--- src/tsrr_pkg.sv ---
// ----------------------------------------------------------------------------
// Round-robin path picker package
// Field widths and fixed constants shared by the interfaces and the picker.
// ----------------------------------------------------------------------------
package tsrr_pkg;

    localparam int MASK_W   = 16;
    localparam int TIME_W   = 48;
    localparam int PERIOD_W = 32;
    localparam int PATH_W   = 4;
    localparam int CNT_W    = 5;

    localparam logic [PERIOD_W-1:0] PERIOD_RESET = 32'd20000;

    localparam logic CMD_INIT = 1'b0;
    localparam logic CMD_PICK = 1'b1;

endpackage

--- src/tsrr_if.sv ---
// ----------------------------------------------------------------------------
// Round-robin path picker channels
// Request channel (command, eligibility mask, time) and result channel.
// ----------------------------------------------------------------------------
interface tsrr_req_if import tsrr_pkg::*; ();
    logic              valid;
    logic              ready;
    logic              cmd;
    logic [MASK_W-1:0] eligible_mask;
    logic [TIME_W-1:0] now_ms;

    modport source (output valid, output cmd, output eligible_mask, output now_ms,
                    input ready);
    modport sink   (input valid, input cmd, input eligible_mask, input now_ms,
                    output ready);
endinterface

interface tsrr_res_if import tsrr_pkg::*; ();
    logic              valid;
    logic              ready;
    logic              ok;
    logic [PATH_W-1:0] path_index;
    logic              switched;

    modport source (output valid, output ok, output path_index, output switched,
                    input ready);
    modport sink   (input valid, input ok, input path_index, input switched,
                    output ready);
endinterface

--- src/time_sliced_round_robin_path_picker.sv ---
// Pick: once the request is taken, the picker counts the eligible paths one mask
// bit at a time (MAX_PATHS capped at 16), reduces the advanced rank modulo that
// count by repeated subtraction when the period is due, then scans the mask bit
// by bit to locate the ranked path. Init gives no result.
// One request at a time; the next is taken once the result has been accepted.
// Synchronous reset clears rank, switch time and control; period resets to 20000.
// ----------------------------------------------------------------------------
// Time-sliced round-robin path picker
// Counts eligible paths, advances the rank when a period has elapsed by a
// repeated-subtraction modulo, then scans the mask for the ranked eligible path.
// ----------------------------------------------------------------------------
module time_sliced_round_robin_path_picker import tsrr_pkg::*; #(
    parameter int MAX_PATHS = 16
) (
    input  logic                i_clk,
    input  logic                i_rst_n,
    input  logic                i_cfg_we,
    input  logic [PERIOD_W-1:0] i_cfg_wdata,
    tsrr_req_if.sink            i_req,
    tsrr_res_if.source          o_res
);

    localparam int LIM = (MAX_PATHS > MASK_W) ? MASK_W : MAX_PATHS;
    localparam logic [PATH_W-1:0] LAST_IDX = PATH_W'(LIM - 1);
    localparam logic [MASK_W:0]   LIM_ONE  = (MASK_W + 1)'(1) << LIM;
    localparam logic [MASK_W-1:0] LIM_MASK = MASK_W'(LIM_ONE - (MASK_W + 1)'(1));

    typedef enum logic [2:0] {
        S_IDLE,
        S_COUNT,
        S_MOD,
        S_SEL,
        S_OUT
    } t_state;

    t_state              r_state, n_state;
    logic [PERIOD_W-1:0] r_period, n_period;
    logic [PATH_W-1:0]   r_rank, n_rank;
    logic [TIME_W-1:0]   r_last, n_last;
    logic [MASK_W-1:0]   r_mask, n_mask;
    logic [TIME_W-1:0]   r_now, n_now;
    logic [PATH_W-1:0]   r_idx, n_idx;
    logic [PATH_W-1:0]   r_pos, n_pos;
    logic [CNT_W-1:0]    r_cnt, n_cnt;
    logic [CNT_W-1:0]    r_rem, n_rem;
    logic                r_ok, n_ok;
    logic [PATH_W-1:0]   r_path, n_path;
    logic                r_sw, n_sw;

    logic [TIME_W-1:0]   elapsed;
    logic                due;
    logic [CNT_W-1:0]    cnt_inc;

    assign elapsed = r_now - r_last;
    assign due     = elapsed >= {{(TIME_W - PERIOD_W){1'b0}}, r_period};
    assign cnt_inc = r_cnt + CNT_W'(r_mask[r_idx]);

    assign i_req.ready      = (r_state == S_IDLE);
    assign o_res.valid      = (r_state == S_OUT);
    assign o_res.ok         = r_ok;
    assign o_res.path_index = r_path;
    assign o_res.switched   = r_sw;

    always_comb begin
        n_state  = r_state;
        n_period = i_cfg_we ? i_cfg_wdata : r_period;
        n_rank   = r_rank;
        n_last   = r_last;
        n_mask   = r_mask;
        n_now    = r_now;
        n_idx    = r_idx;
        n_pos    = r_pos;
        n_cnt    = r_cnt;
        n_rem    = r_rem;
        n_ok     = r_ok;
        n_path   = r_path;
        n_sw     = r_sw;

        unique case (r_state)
            S_IDLE: begin
                if (i_req.valid) begin
                    if (i_req.cmd == CMD_INIT) begin
                        n_rank = '0;
                        n_last = i_req.now_ms;
                    end else begin
                        n_mask  = i_req.eligible_mask & LIM_MASK;
                        n_now   = i_req.now_ms;
                        n_idx   = '0;
                        n_cnt   = '0;
                        n_state = S_COUNT;
                    end
                end
            end
            S_COUNT: begin
                n_cnt = cnt_inc;
                if (r_idx == LAST_IDX) begin
                    n_idx = '0;
                    n_pos = '0;
                    if (cnt_inc == '0) begin
                        n_ok    = 1'b0;
                        n_path  = '0;
                        n_sw    = 1'b0;
                        n_state = S_OUT;
                    end else if (due) begin
                        n_rem   = CNT_W'(r_rank) + CNT_W'(1);
                        n_state = S_MOD;
                    end else begin
                        n_sw    = 1'b0;
                        n_state = S_SEL;
                    end
                end else begin
                    n_idx = r_idx + PATH_W'(1);
                end
            end
            S_MOD: begin
                if (r_rem >= r_cnt) begin
                    n_rem = r_rem - r_cnt;
                end else begin
                    n_rank  = r_rem[PATH_W-1:0];
                    n_last  = r_now;
                    n_sw    = 1'b1;
                    n_state = S_SEL;
                end
            end
            S_SEL: begin
                if (r_mask[r_idx] && (r_pos == r_rank)) begin
                    n_ok    = 1'b1;
                    n_path  = r_idx;
                    n_state = S_OUT;
                end else begin
                    if (r_mask[r_idx]) begin
                        n_pos = r_pos + PATH_W'(1);
                    end
                    if (r_idx == LAST_IDX) begin
                        n_ok    = 1'b0;
                        n_path  = '0;
                        n_state = S_OUT;
                    end else begin
                        n_idx = r_idx + PATH_W'(1);
                    end
                end
            end
            S_OUT: begin
                if (o_res.ready) begin
                    n_state = S_IDLE;
                end
            end
            default: begin
                n_state = S_IDLE;
            end
        endcase
    end

    always_ff @(posedge i_clk) begin
        if (!i_rst_n) begin
            r_state  <= S_IDLE;
            r_period <= PERIOD_RESET;
            r_rank   <= '0;
            r_last   <= '0;
        end else begin
            r_state  <= n_state;
            r_period <= n_period;
            r_rank   <= n_rank;
            r_last   <= n_last;
        end
        r_mask <= n_mask;
        r_now  <= n_now;
        r_idx  <= n_idx;
        r_pos  <= n_pos;
        r_cnt  <= n_cnt;
        r_rem  <= n_rem;
        r_ok   <= n_ok;
        r_path <= n_path;
        r_sw   <= n_sw;
    end

endmodule

--- src/flat_wrapper.sv ---
// flat-port wrapper written by rule: the top's interface ports become plain ports
module time_sliced_round_robin_path_picker_flat import tsrr_pkg::*;
#(
    parameter int MAX_PATHS = 16
)
  (i_clk, i_rst_n, i_cfg_we, i_cfg_wdata, i_req_valid, i_req_cmd, i_req_eligible_mask, i_req_now_ms, i_req_ready, o_res_valid, o_res_ok, o_res_path_index, o_res_switched, o_res_ready);
  tsrr_req_if i_req_i ();
  tsrr_res_if o_res_i ();
  input  logic i_clk;
  input  logic i_rst_n;
  input  logic i_cfg_we;
  input  logic [PERIOD_W-1:0] i_cfg_wdata;
  input wire logic [$bits(i_req_i.valid)-1:0] i_req_valid;
  input wire logic [$bits(i_req_i.cmd)-1:0] i_req_cmd;
  input wire logic [$bits(i_req_i.eligible_mask)-1:0] i_req_eligible_mask;
  input wire logic [$bits(i_req_i.now_ms)-1:0] i_req_now_ms;
  output wire logic [$bits(i_req_i.ready)-1:0] i_req_ready;
  output wire logic [$bits(o_res_i.valid)-1:0] o_res_valid;
  output wire logic [$bits(o_res_i.ok)-1:0] o_res_ok;
  output wire logic [$bits(o_res_i.path_index)-1:0] o_res_path_index;
  output wire logic [$bits(o_res_i.switched)-1:0] o_res_switched;
  input wire logic [$bits(o_res_i.ready)-1:0] o_res_ready;
  assign i_req_i.valid = i_req_valid;
  assign i_req_i.cmd = i_req_cmd;
  assign i_req_i.eligible_mask = i_req_eligible_mask;
  assign i_req_i.now_ms = i_req_now_ms;
  assign i_req_ready = i_req_i.ready;
  assign o_res_valid = o_res_i.valid;
  assign o_res_ok = o_res_i.ok;
  assign o_res_path_index = o_res_i.path_index;
  assign o_res_switched = o_res_i.switched;
  assign o_res_i.ready = o_res_ready;
  time_sliced_round_robin_path_picker #(.MAX_PATHS(MAX_PATHS)) u_core (.i_clk(i_clk), .i_rst_n(i_rst_n), .i_cfg_we(i_cfg_we), .i_cfg_wdata(i_cfg_wdata), .i_req(i_req_i), .o_res(o_res_i));
endmodule
--- config.mk ---
export PLATFORM = sky130hd
export DESIGN_NAME = time_sliced_round_robin_path_picker_flat
export DESIGN_NICKNAME = d
export VERILOG_FILES = /design/src/tsrr_pkg.sv /design/src/tsrr_if.sv /design/src/time_sliced_round_robin_path_picker.sv /design/src/flat_wrapper.sv
export SDC_FILE = /design/constraint.sdc
export NUM_CORES = 1
export LEC_CHECK = 0
export ABC_AREA = 1
export BUFFER_PORTS_ARGS = -buffer_cell sky130_fd_sc_hd__buf_4
export CORE_MARGIN = 2
export CORE_UTILIZATION = 60
export DETAILED_ROUTE_END_ITERATION = 8
export PLACE_DENSITY = 0.88
export SYNTH_ARGS = -nofsm -noshare
export SYNTH_HDL_FRONTEND = slang
export SYNTH_SLANG_ARGS = --single-unit
--- constraint.sdc ---
create_clock -name i_clk -period 6 [get_ports i_clk]
set_clock_uncertainty 0.2 [all_clocks]
set_input_delay 1.2 -clock i_clk [delete_from_list [all_inputs] [get_ports i_clk]]
set_output_delay 1.2 -clock i_clk [all_outputs]
set_load 0.1 [all_outputs]
# After elaboration in Yosys (flattened, before gate mapping)

Index checks and enable logic that the tools add are counted.

Register bits: 175
Output and inout bits: 8
Logic and storage cells: 112

Add/sub/neg operators: 6
$lt $le $gt $ge: 3
Equal/unequal tests: 21
Muxes and demuxes: 52
Reduce and logical (&&, ||, !) cells: 17

Operators with widths:

| cell                | count |
|---|---|
| $mux 48             | 3 |
| $pmux 48 s2         | 1 |
| $mux 4              | 14 |
| $ge 48x32->1        | 1 |
| $sub 48x48->48      | 1 |
| $mux 5              | 6 |
| $mux 3              | 8 |
| $pmux 4 s2          | 3 |
| $pmux 5 s2          | 2 |
| $reduce_and 4->1    | 4 |
| $pmux 3 s5          | 1 |
| $ne 2x2->1 const B  | 7 |
| $ne 2x1->1 const B  | 6 |
| $pmux 4 s3          | 1 |
| $mux 1              | 10 |
| $reduce_and 5->1    | 2 |
| $add 4x1->4 const B | 2 |
| $reduce_bool 2->1   | 4 |
| $eq 3x2->1 const B  | 2 |
| $reduce_and 3->1    | 2 |
| $reduce_and 6->1    | 1 |
| $add 4x1->5 const B | 1 |
| $add 5x1->5         | 1 |
| $ge 5x5->1          | 1 |
| 14 further kinds    | 15 |

# Depth between registers and ports, before layout

Gate-level depths: netlist (run 1).

Depth after elaboration: 7
Mapped depth: 26
Mapped depth without buffers: 26

# Least setup slack after synthesis (run 1)

No wires, ideal clock.

Kind: register -> register
Start point: reg u_core.r_state[2]
End point: reg u_core.r_mask[0] (enable)
Arrival: 4.738 ns
Slack: 0.575 ns
Stages on the path, launching flop included: 6
Path buffers: 0
Clock period less this slack: 5.425 ns
Cells stage by stage: dfxtp_1 -> nor2_1 -> inv_1 -> nor2_1 -> inv_1 -> nor2_1

Word-level cells in the longest chain between the ends: 2

RTL lines:

| what                       | line                                       | RTL |
|---|---|---|
| from (decl)                | time_sliced_round_robin_path_picker.sv:36  | `t_state r_state, n_state;` |
| from (signal assigned)     | time_sliced_round_robin_path_picker.sv:161 | `r_state <= n_state;` |
| $logic_not 3->1            | -                                          |  |
| net i_req_ready            | flat_wrapper.sv:17                         | `output wire logic [$bits(i_req_i.ready)-1:0] i_req_ready;` |
| $reduce_and 3->1 (no line) | -                                          |  |
| to (signal assigned)       | time_sliced_round_robin_path_picker.sv:166 | `r_mask <= n_mask;` |
| to (decl)                  | time_sliced_round_robin_path_picker.sv:40  | `logic [MASK_W-1:0] r_mask, n_mask;` |

The timed path passes the listed nets, and every way through them passes these cells.
A chain may end at the register's enable or synchronous reset.

# Worst setup path in the final report (run 1)

Start point: reg u_core.r_now[0]
End point: reg u_core.r_rem[3] (enable)

Word-level cells in the longest chain between the ends: 4

RTL lines:

| what                       | line                                       | RTL |
|---|---|---|
| from (decl)                | time_sliced_round_robin_path_picker.sv:41  | `logic [TIME_W-1:0] r_now, n_now;` |
| from (signal assigned)     | time_sliced_round_robin_path_picker.sv:167 | `r_now <= n_now;` |
| $sub 48x48->48             | time_sliced_round_robin_path_picker.sv:54  | `assign elapsed = r_now - r_last;` |
| $ge 48x32->1               | time_sliced_round_robin_path_picker.sv:55  | `assign due = elapsed >= {{(TIME_W - PERIOD_W){1'b0}}, r_period};` |
| $ne 2x1->1 (no line)       | -                                          |  |
| $reduce_and 5->1 (no line) | -                                          |  |
| to (signal assigned)       | time_sliced_round_robin_path_picker.sv:171 | `r_rem <= n_rem;` |
| to (decl)                  | time_sliced_round_robin_path_picker.sv:45  | `logic [CNT_W-1:0] r_rem, n_rem;` |

No other way between the ends.

==> summary.md, run 1 <==
| Metric | Value |
|---|---|
| Layout area overhead | 14.35% |
| Yosys top cell area share | ~22% |
| Starting Density | around 61% |
| Core Footprint | between 15,000 and 20,000 µm² |
| Synth warnings | 0 |
| Final wirelength | around 34,000 µm |
| Die Wd | roughly 140 µm |
| Crit path time final | between 4 and 5 ns |
| Synthesized flop and latch total | about 180 |
| PortBufs | ~110 |
| First-pass GRT wire length | 52,850 µm |
| Top FF cell, synth | edfxtp_1 |
| Clk slew on worst S/H paths | approximately 0.07 ns |
| # Post-CTS Setup Buffers | 0 |
| Largest net degree at the start of global routing | 81 |
| Gr usage total | about a third |
| Vias in the first global route | 10,442 |
| Slew HR | between 20% and 30% |
| Final Hold Viols | 0 |
| Fillcell total | approximately 1,600 |
| Critical path fanouts, max | 5 |
| Initial drt markers | 1,016 |
| Top cells by count, synth | 485 x nand2_1, 288 x inv_1, 138 x nor2_1 |
| ANT nets after route | 0 |
| Final Power | 6.878 mW |
| Syn_nets | around 1,900 |
| Leak | roughly 6.6 nW |
| RSZ-0062 raised after global routing | no |
| TNS Setup | 0 ns |
| CTS resizes | 0 |
| VDD IR max | ~0.48 mV |
| Status | finished with violations |
| Detailed-route via count | ~11,000 |
| Antenna cells | 0 |
| DRT Pass-1 Iters | 9 |
| Final GP Congestion | a little over 1 |
| Placed cell count | 2,023 |
| Final Instance Count excl. Fillers | approximately 2,000 |
| Pwr/cell area | between 500 and 600 nW/µm² |
| Worst-Skew Late Latency | 0.47 ns |
| Worst Tran Pin Value | about 1.1 ns |
| Req. time, crit path | slightly below 6 ns |
| Mean post-synth cell area | 7.055 µm² |
| CP Class | flip-flop to flip-flop |
| Crit path DAT | 4.16 ns |
| Max Slew Vio Count | 0 |
| Share of post-route cells with drive strength above 1 | ~11% |
| Via/cell ratio | about 5.5 |
| Count leader, synth | nand2_1 |
| Nets@finish | about 2,000 |
| Initial antenna violation count | 0 |
| Wire per inst | between 15 and 20 µm |
| Hold Buf Count CTS | 0 |
| Failing checks | design-rule violations |
| Distinct cells, synth | 42 |
| Post-synth EDFFs | 88 |
| TritonCTS clock tree | done |
| Async SR Flop Fraction | 0% |
| Sink Count | between 150 and 200 |
| Die Area | 20,910 µm² |
| Worst setup SP type | flip-flop |
| Post-synth top area cell | edfxtp_1 |
| Max clock buf depth | 2 |
| Mapped cell area | roughly 12,000 µm² |
| I/O pin total | between 100 and 150 |
| Hold Path Class | flip-flop to flip-flop |
| Total congestion overflow | 0 |
| Die height | around 140 µm |
| # rows | 51 |
| # DRC | 5 |
| Final period util | slightly above 70% |
| Mapped Cells | around 1,700 |
| Fmax | 0.2352 GHz |
| Crit end category | flip-flop |
| Final setup viols | 0 |
| Post-detail-place hpwl | 26,570 µm |
| Clock Tree Root | clkbuf_16 |
| Seq/Total Area, Yosys | a little under two fifths |
| H-tree Lvls | 4 |
| Worst R2R Setup Slack | roughly 1.7 ns |
| Maxcap violations | 0 |
| Main area contributors after synthesis | edfxtp_1 22%, nand2_1 15%, dfxtp_1 15%, ha_1 9.4%, inv_1 9.1% |
| Cts bufs inserted | 17 |
## cell families after synthesis
kind of cell,after synthesis,share of synthesized area [%]
AOI/OAI and AO/OA,296,13.55
xor gates and xnor gates,44,3.249
muxes,1,0.08440
adders and majority gates,91,9.727
DFF,175,36.97
and+or+nand+nor,740,25.74
buffers and inverters,334,10.69
## cell type report
type                            instances  area, µm²  area share (%)
Timing Repair Buffer                  115      863.3           6.366
Tap cell                              265      331.6           2.445
Inverter                              296       1111           8.193
Clock inverter                         15      220.2           1.624
Clock buffer                           17      425.4           3.137
Multi-Input combinational cell       1172       6226           45.91
Sequential cell                       175       4384           32.33
## per-layer routing
metal,up-vias,global-route usage (%),wire length [µm]
met3,63,6.987,2870
met2,524,52.86,15020
met1,5219,46.20,15470
met5,-,0,0
met4,0,8.585,674
li1,5596,-,-
## path summary, 6_finish.rpt
| kind | start | endpoint | depth (start not counted) |
|---|---|---|---|
| max | u_core.r_now[0] | u_core.r_rem[3] | 24 |
| min | u_core.r_period[23] | u_core.r_period[23] | 2 |
| max reg2reg | u_core.r_now[0] | u_core.r_rem[3] | 24 |
| min reg2reg | u_core.r_period[23] | u_core.r_period[23] | 2 |
## state kept, by name (all words and copies together) (netlist names)
register                 cells
u_core.o_res.ok              1
u_core.o_res.path_index      4
u_core.o_res.switched        1
u_core.r_cnt                 5
u_core.r_idx                 4
u_core.r_last               48
u_core.r_mask               16
u_core.r_now                48
u_core.r_period             32
u_core.r_pos                 4
u_core.r_rank                4
u_core.r_rem                 5
u_core.r_state               3
## stage by stage
step	setup WS, ns	hold WS [ns]	instance area (µm²)	utilization [%]
floorplan	0.5753	0.2353	11860	-
global placement	1.984	0.2537	12920	66.58
detailed placement	1.903	0.2678	12920	66.58
CTS	1.851	0.2773	13560	69.91
global route	1.578	0.3049	13560	69.91
finish	1.749	0.2730	13560	69.91
## critical path, cell delays in order (launching register included)
cell,delay (ns)
edfxtp_1,0.41
inv_1,0.08
ha_1,0.19
inv_1,0.07
fa_1,0.42
nand3_1,0.13
nand3_1,0.14
nand2_1,0.10
nand2_1,0.10
nand2_1,0.10
nand2_2,0.09
nand2_2,0.08
nand2_2,0.10
xor2_1,0.37
ha_1,0.24
a21oi_1,0.08
o21ai_0,0.19
a21oi_1,0.14
nand3_1,0.11
nor2_1,0.04
nand2_1,0.05
nor2_1,0.07
nand3_1,0.07
nand2_1,0.05
nor2_1,0.30
## layout by cell type (no fill, tap or decap), types with 6 or more instances in the layout
| master | instances |
|---|---|
| nand3_2 | 6 |
| nor3_1 | 11 |
| clkinv_8 | 7 |
| clkbuf_16 | 17 |
| xor2_1 | 35 |
| o21bai_1 | 7 |
| o21ai_0 | 119 |
| dfxtp_1 | 87 |
| nand2_1 | 484 |
| a21oi_1 | 98 |
| ha_1 | 89 |
| nand2_2 | 12 |
| a31oi_1 | 53 |
| edfxtp_1 | 88 |
| nor2_2 | 13 |
| buf_4 | 115 |
| nand4_1 | 12 |
| xnor2_1 | 9 |
| nand3_1 | 47 |
| nor2_1 | 136 |
| inv_1 | 288 |
## where the power goes
part | switching [mW] | total, mW | leakage [nW] | internal, mW
Clock | 0.607 | 1.19 | 0.308 | 0.584
Combinational | 2.64 | 3.90 | 4.71 | 1.27
Sequential | 0.191 | 1.78 | 1.54 | 1.59
Total | 3.43 | 6.88 | 6.56 | 3.44
No activity file was read; power rests on OpenSTA's default activity.
==> inputs of run 2 (changes only) <==
==> constraint.sdc (replaced) <==
create_clock -name i_clk -period 4.43 [get_ports i_clk]
set_clock_uncertainty 0.2 [all_clocks]
set_input_delay 0.886 -clock i_clk [delete_from_list [all_inputs] [get_ports i_clk]]
set_output_delay 0.886 -clock i_clk [all_outputs]
set_load 0.1 [all_outputs]
==> run 2 against run 1 <==
Compared with the run above: the flow now finishes without violations; clock power is 36% higher; wire length is 2.0% lower; global-route usage is 0.91 points lower; clock-buffer cell count stayed put; critical path type unchanged; sequential power is 35% higher; critical path depth is 3 lower; worst hold slack worse by 0.0016 ns; critical endpoint is now u_core.r_rem[2]; worst setup slack worse by 1.4 ns; combinational power is 35% higher; die area stayed put; highest routed layer unchanged; final area is 0.12% higher; utilization is 0.084 points higher.
==> summary.md, run 2 (synthesis gave the netlist of run 1 again) <==
| Metric | Value |
|---|---|
| Slew HR | 45.70% (+20 points) |
| Setup slack after layout | 0.3820 ns (-1.367 ns) |
| Worst path cell trace | inv_1, ha_1, inv_1, fa_1, nand3_1, nor2_1, nor2_1, o21ai_2, a31oi_1, xnor2_1, ha_1, nand2_1, inv_1, nand3_1, nor3_1, a21oi_1, nand2_1, nor2_1, nand3_1, nand2_1, nor2_1 |
| Final Instance Count excl. Fillers | 2,055 (unchanged) |
| Initial drt markers | 1,231 (+21%) |
| Antenna cells | 0 (unchanged) |
| Critical path buffer and inverter count | 3 (+1) |
| Fmax | 0.2470 GHz (+5.0%) |
| Final GP Congestion | 1.063 (+3.4%) |
| Cts bufs inserted | 17 (unchanged) |
| Pwr/cell area | 685.4 nW/µm² (+35%) |
| Final wirelength | 33,360 µm (-2.0%) |
| Worst setup SP type | flip-flop |
| Sink Count | 175 (unchanged) |
| Detailed-route via count | 11,417 (+0.13%) |
| Fin area | 13,580 µm² (+0.12%) |
| Via/cell ratio | 5.556 (+0.13%) |
| Largest net degree at the start of global routing | 81 (unchanged) |
| Fillcell total | 1,667 (+1.3%) |
| CP max-delay cell | fa_1 |
| Maxcap violations | 0 (unchanged) |
| I/O pin total | 110 (unchanged) |
| Req. time, crit path | 4.35 ns (-1.56 ns) |
| Largest regs | u_core.r_last: 48 flops, u_core.r_now: 48 flops, u_core.r_period: 32 flops |
| Most common cell after layout, fill and taps aside | nand2_1 |
| Clk slew on worst S/H paths | 0.08 ns (about the same) |
| Die height | 144.6 µm (unchanged) |
| DRT Pass-1 Iters | 6 (-3) |
| Total congestion overflow | 0 (unchanged) |
| Final setup viols | 0 (unchanged) |
| Clock Tree Root | clkbuf_16 |
| Core Footprint | 19,400 µm² (unchanged) |
| Most common cell on crit path | nor2_1 |
| CTS resizes | 0 (unchanged) |
| TritonCTS clock tree | done |
| Initial antenna violation count | 0 (unchanged) |
| Dpl ws | 0.4930 ns (-1.410 ns) |
| Commonest non-fill, non-tap cells in the layout | 484 x nand2_1, 288 x inv_1, 136 x nor2_1, 119 x o21ai_0, 113 x buf_4 |
| Starting Density | 61.14% (unchanged) |
| Die Wd | 144.6 µm (unchanged) |
| Share of post-route cells with drive strength above 1 | 10.78% (unchanged) |
| Final period util | 91.38% (+21 points) |
| Max clock buf depth | 2 (unchanged) |
| Crit path DAT | 3.96 ns (-0.20 ns) |
| Post-detail-place hpwl | 25,370 µm (-4.5%) |
| # rows | 51 (unchanged) |
| Crit-path max cell delay | 0.40 ns (-0.02 ns) |
| Worst Tran Pin Value | 0.8137 ns (-0.2954 ns) |
| Layout area overhead | 14.48% |
| Crit path max-delay family | simple AND/OR/NAND/NOR gates |
| Leak | 6.566 nW (about the same) |
| First-pass GRT wire length | 52,170 µm (-1.3%) |
| Worst-Skew Late Latency | 0.46 ns (about the same) |
| Placed cell count | 2,023 (unchanged) |
| Hold Path Class | flip-flop to flip-flop |
| Crit path time final | 4.048 ns (-0.2034 ns) |
| Post-placement cell area | 12,940 µm² (+0.19%) |
| Die Area | 20,910 µm² (unchanged) |
| PortBufs | 109 (unchanged) |
| Gr usage total | 32.28% (-0.91 points) |
| Hold Buf Count CTS | 0 (unchanged) |
| Wire per inst | 16.24 µm (-2.0%) |
| Final Hold Viols | 0 (unchanged) |
| Core Util, Final | 69.99% (+0.084 points) |
| Vias in the first global route | 10,428 (-0.13%) |
| Critical path fanouts, max | 5 (unchanged) |
| Max Slew Vio Count | 0 (unchanged) |
| VDD IR max | 0.6763 mV (+42%) |
| Status | finished clean |
| H-tree Lvls | 4 (unchanged) |
| # DRC | 0 (-5) |
| Nets@finish | 1,970 (unchanged) |
| Crit end category | flip-flop |
| ANT nets after route | 0 (unchanged) |
| TNS Setup | 0 ns (unchanged) |
| RSZ-0062 raised after global routing | no |
| # Post-CTS Setup Buffers | 0 (unchanged) |
| CP Class | flip-flop to flip-flop |
[run 2: changes by cell type in the layout (fill, tap and decap cells not counted), sizes merged]
cell / delta
inv: +3
clkinv: -3
[run 2: layer usage]
layer / vias to the layer above / track usage, % / wire, µm
met4: 0 / 12.52 / 1051
met2: 562 / 50.21 / 14520
met5: - / 0 / 0
met3: 80 / 3.940 / 3028
li1: 5612 / - / -
met1: 5163 / 46.01 / 14760
[run 2: final timing paths]
| check | endpoint | cells after the start | slack, ns | start |
|---|---|---|---|---|
| worst max-delay path | u_core.r_rem[2] | 21 | 0.38 | u_core.r_now[0] |
| worst min-delay path | u_core.r_period[11] | 2 | 0.27 | u_core.r_period[11] |
| worst max register to register | u_core.r_rem[2] | 21 | 0.38 | u_core.r_now[0] |
| worst min register to register | u_core.r_period[11] | 2 | 0.27 | u_core.r_period[11] |
[run 2: through the flow]
stage	hold slack (ns)	total power [mW]
after floorplan	0.2353	6.151
after global placement	0.2563	7.367
after detailed placement	0.2627	7.511
after CTS	0.2744	9.177
after global routing	0.3046	9.979
final	0.2714	9.306
[run 2: power by group]
group	switching [mW]	internal (mW)	total, mW
Clock	0.825	0.790	1.62
Combinational	3.54	1.74	5.28
Sequential	0.252	2.16	2.41
[run 2: cell type report]
class,instances,area [µm²],area share [%]
tap,265,331.6,2.442
timing repair buffer,115,888.4,6.543
clock buffer,17,425.4,3.133
clock inverter,15,211.5,1.557
multi-input combinational,1172,6226,45.85
sequential,175,4384,32.29
inverter,296,1111,8.183
[run 2: worst min-delay path: cells and delay by family (launching register included)]
family	cells	cell delay, ns
DFF	1	0.30
AOI/OAI and AO/OA	1	0.06
buffers and inverters	1	0.06
==> inputs of run 3 (changes only) <==
--- a/config.mk
+++ b/config.mk
@@ -8,9 +8,10 @@
 export ABC_AREA = 1
 export BUFFER_PORTS_ARGS = -buffer_cell sky130_fd_sc_hd__buf_4
 export CORE_MARGIN = 2
-export CORE_UTILIZATION = 60
+export CORE_UTILIZATION = 52
 export DETAILED_ROUTE_END_ITERATION = 8
-export PLACE_DENSITY = 0.88
+export PLACE_DENSITY = 0.79
+export SETUP_SLACK_MARGIN = 0.4
 export SYNTH_ARGS = -nofsm -noshare
 export SYNTH_HDL_FRONTEND = slang
 export SYNTH_SLANG_ARGS = --single-unit
==> run 3 against run 2 <==
Compared with the run above: first-iteration DRC count shrank 23%; worst setup slack gained 0.25 ns; clock-buffer cell count is the same; global-route usage shrank 4.6 points; utilization shrank 8.3 points; flip-flop and latch count is the same; fmax grew 6.5%; register-to-register slack gained 0.25 ns; die area grew 15%; worst hold slack gained 0.0047 ns; wire length shrank 0.84%.
==> summary.md, run 3 (synthesis gave the netlist of run 1 again) <==
| Metric | Value |
|---|---|
| Status | finished clean |
| Most common cell after layout, fill and taps aside | nand2_1 |
| Die Wd | 155.0 µm (+7.2%) |
| Crit path DAT | 3.81 ns (-0.15 ns) |
| Antenna cells | 0 (unchanged) |
| I/O pin total | 110 (unchanged) |
| Final setup viols | 0 (unchanged) |
| Share of post-route cells with drive strength above 1 | 13.39% (+2.6 points) |
| Worst Tran Pin Value | 0.9782 ns (+0.1645 ns) |
| Detailed-route via count | 11,128 (-2.5%) |
| Starting Density | 52.71% (-8.4 points) |
| Crit path time final | 3.802 ns (-0.2460 ns) |
| R2r endpoint | u_core.r_rem[3] |
| Cts bufs inserted | 17 (unchanged) |
| Clk slew on worst S/H paths | 0.08 ns (about the same) |
| Largest net degree at the start of global routing | 60 (-26%) |
| Req. time, crit path | 4.44 ns (+0.09 ns) |
| Via/cell ratio | 5.355 (-3.6%) |
| Die height | 155.0 µm (+7.2%) |
| PortBufs | 109 (unchanged) |
| Multi-input gate area | 6470 µm² (+3.9%) |
| Max clock buf depth | 2 (unchanged) |
| Hold path endpoint | u_core.r_period[1] |
| Critical path fanouts, max | 5 (unchanged) |
| Final period util | 85.82% (-5.6 points) |
| Core Footprint | 22,500 µm² (+16%) |
| Register Area | 4384 µm² (unchanged) |
| RSZ-0062 raised after global routing | no |
| Initial drt markers | 952 (-23%) |
| H-tree Lvls | 4 (unchanged) |
| Vias in the first global route | 10,376 (-0.50%) |
| Largest regs | u_core.r_last: 48 flops, u_core.r_now: 48 flops, u_core.r_period: 32 flops |
| Flop pwr share | 25.5% (-0.4 points) |
| Maxcap violations | 0 (unchanged) |
| DRT Pass-1 Iters | 5 (-1) |
| Initial antenna violation count | 0 (unchanged) |
| Post-detail-place hpwl | 25,450 µm (+0.32%) |
| Max Slew Vio Count | 0 (unchanged) |
| Nets@finish | 1,973 (+0.15%) |
| Crit end category | flip-flop |
| ANT nets after route | 0 (unchanged) |
| Total congestion overflow | 0 (unchanged) |
| Worst setup SP type | flip-flop |
| Worst R2R Setup Slack | 0.63 ns (+0.25 ns) |
| TNS Setup | 0 ns (unchanged) |
| Wire per inst | 15.92 µm (-1.9%) |
| Layout area overhead | 17.06% |
| Fillcell total | 2,005 (+20%) |
| Worst Hold Launch | u_core.r_period[1] |
| Fmax | 0.2630 GHz (+6.5%) |
| Final GP Congestion | 1.005 (-5.4%) |
| Worst-Skew Late Latency | 0.46 ns (about the same) |
| Final Hold Viols | 0 (unchanged) |
| Pint | 4.799 mW (+2.4%) |
| Hold Path Depth | 2 (unchanged) |
| Pwr/cell area | 681.0 nW/µm² (-0.63%) |
| TritonCTS clock tree | done |
| Final wirelength | 33,080 µm (-0.84%) |
| VDD IR max | 0.5442 mV (-20%) |
| Commonest non-fill, non-tap cells in the layout | 479 x nand2_1, 288 x inv_1, 128 x nor2_1, 118 x o21ai_0, 116 x buf_4 |
| Sw frac | 49.24% (-0.40 points) |
| # DRC | 0 (unchanged) |
| Hold Buf Count CTS | 0 (unchanged) |
| Reg2reg start | u_core.r_now[15] |
| Final Instance Count excl. Fillers | 2,078 (+1.1%) |
| Switching power | 4.656 mW (+0.79%) |
| CP Class | flip-flop to flip-flop |
| Die Area | 24,030 µm² (+15%) |
| Power share of the clock group | 17.5% (about the same) |
| Slew HR | 34.38% (-11 points) |
| Hold Path Class | flip-flop to flip-flop |
| Leak | 6.593 nW (+0.41%) |
| Gr usage total | 27.68% (-4.6 points) |
| Gate power share | 57.0% (+0.2 points) |
| # rows | 55 (+7.8%) |
| Sink Count | 175 (unchanged) |
| R2R cell count | 19 (-9.5%) |
| Placed cell count | 2,044 (+1.0%) |
| First-pass GRT wire length | 52,430 µm (+0.50%) |
| Clock Tree Root | clkbuf_16 |
run 3: cell types whose count changed in the layout (fill, tap and decap cells not counted), sizes merged:
cell,before,now
clkinv,9,8
buf,115,118
inv,302,303
run 3: worst max path at each step:
stage | startpoint | to | slack, ns | depth (start not counted)
after detailed placement | u_core.r_now[0] | u_core.r_rem[0] | 0.48 | 21
after CTS | u_core.r_now[0] | u_core.r_rem[3] | 0.45 | 21
final | u_core.r_now[15] | u_core.r_rem[3] | 0.63 | 19
after global routing | u_core.r_now[0] | u_core.r_rem[3] | 0.40 | 24
after global placement | u_core.r_now[0] | u_core.r_rem[2] | 0.56 | 21
after floorplan | u_core.r_state[2] | u_core.r_mask[0] | 0.68 | 5
run 3: critical path: stages, from the launching register on:
cell and delay [ns]:
edfxtp_1 0.41, ha_1 0.42, nand2_1 0.13, nor2_1 0.21, nand2_1 0.16, inv_1 0.13, nand2_1 0.07, nand3_2 0.15
xor2_2 0.25, ha_1 0.31, a21oi_1 0.14, o21ai_0 0.09, a21oi_1 0.13, nand2_1 0.10, a21oi_1 0.16, nand2_1 0.09
nor2_1 0.12, nand3_1 0.12, nand2_2 0.11, nor2_4 0.05
run 3: timing repair:
action                                  CTS  global route
resized for setup                         0            50
endpoints found under the setup margin    0             7
buffers inserted                          0             2
run 3: through the flow:
| stage | utilization (%) | total power, mW | instance area, µm² | setup WS (ns) | hold WS, ns |
|---|---|---|---|---|---|
| after floorplan | - | 6.151 | 11870 | 0.6781 | 0.2353 |
| after global placement | 57.65 | 7.425 | 12970 | 0.5586 | 0.2561 |
| after detailed placement | 57.65 | 7.521 | 12970 | 0.4797 | 0.2636 |
| after CTS | 60.54 | 9.193 | 13620 | 0.4541 | 0.2765 |
| after global routing | 61.70 | 10.25 | 13880 | 0.4002 | 0.2980 |
| final | 61.70 | 9.455 | 13880 | 0.6280 | 0.2761 |
run 3: layer usage:
metal | part of all wire (%) | track usage (%) | routed length, µm
met3 | 7.4 | 4.652 | 2458
met1 | 47 | 39.06 | 15640
met5 | 0 | 0 | 0
met2 | 43 | 43.20 | 14170
met4 | 2.5 | 9.436 | 813
run 3: power by group through the flow:
stage	Combinational, mW	Clock [mW]	Sequential, mW
after floorplan	3.67	0	2.48
after global placement	5.01	0	2.42
after detailed placement	5.09	0	2.43
after CTS	5.13	1.66	2.40
after global routing	6.07	1.73	2.45
final	5.39	1.65	2.41
run 3: final cells by class:
cell class | count | share of cell area (%)
Multi-Input combinational cell | 1172 | 46.60
Sequential cell | 175 | 31.58
Inverter | 296 | 8.003
Timing Repair Buffer | 118 | 6.561
Clock buffer | 17 | 3.064
Tap cell | 285 | 2.568
Clock inverter | 15 | 1.622
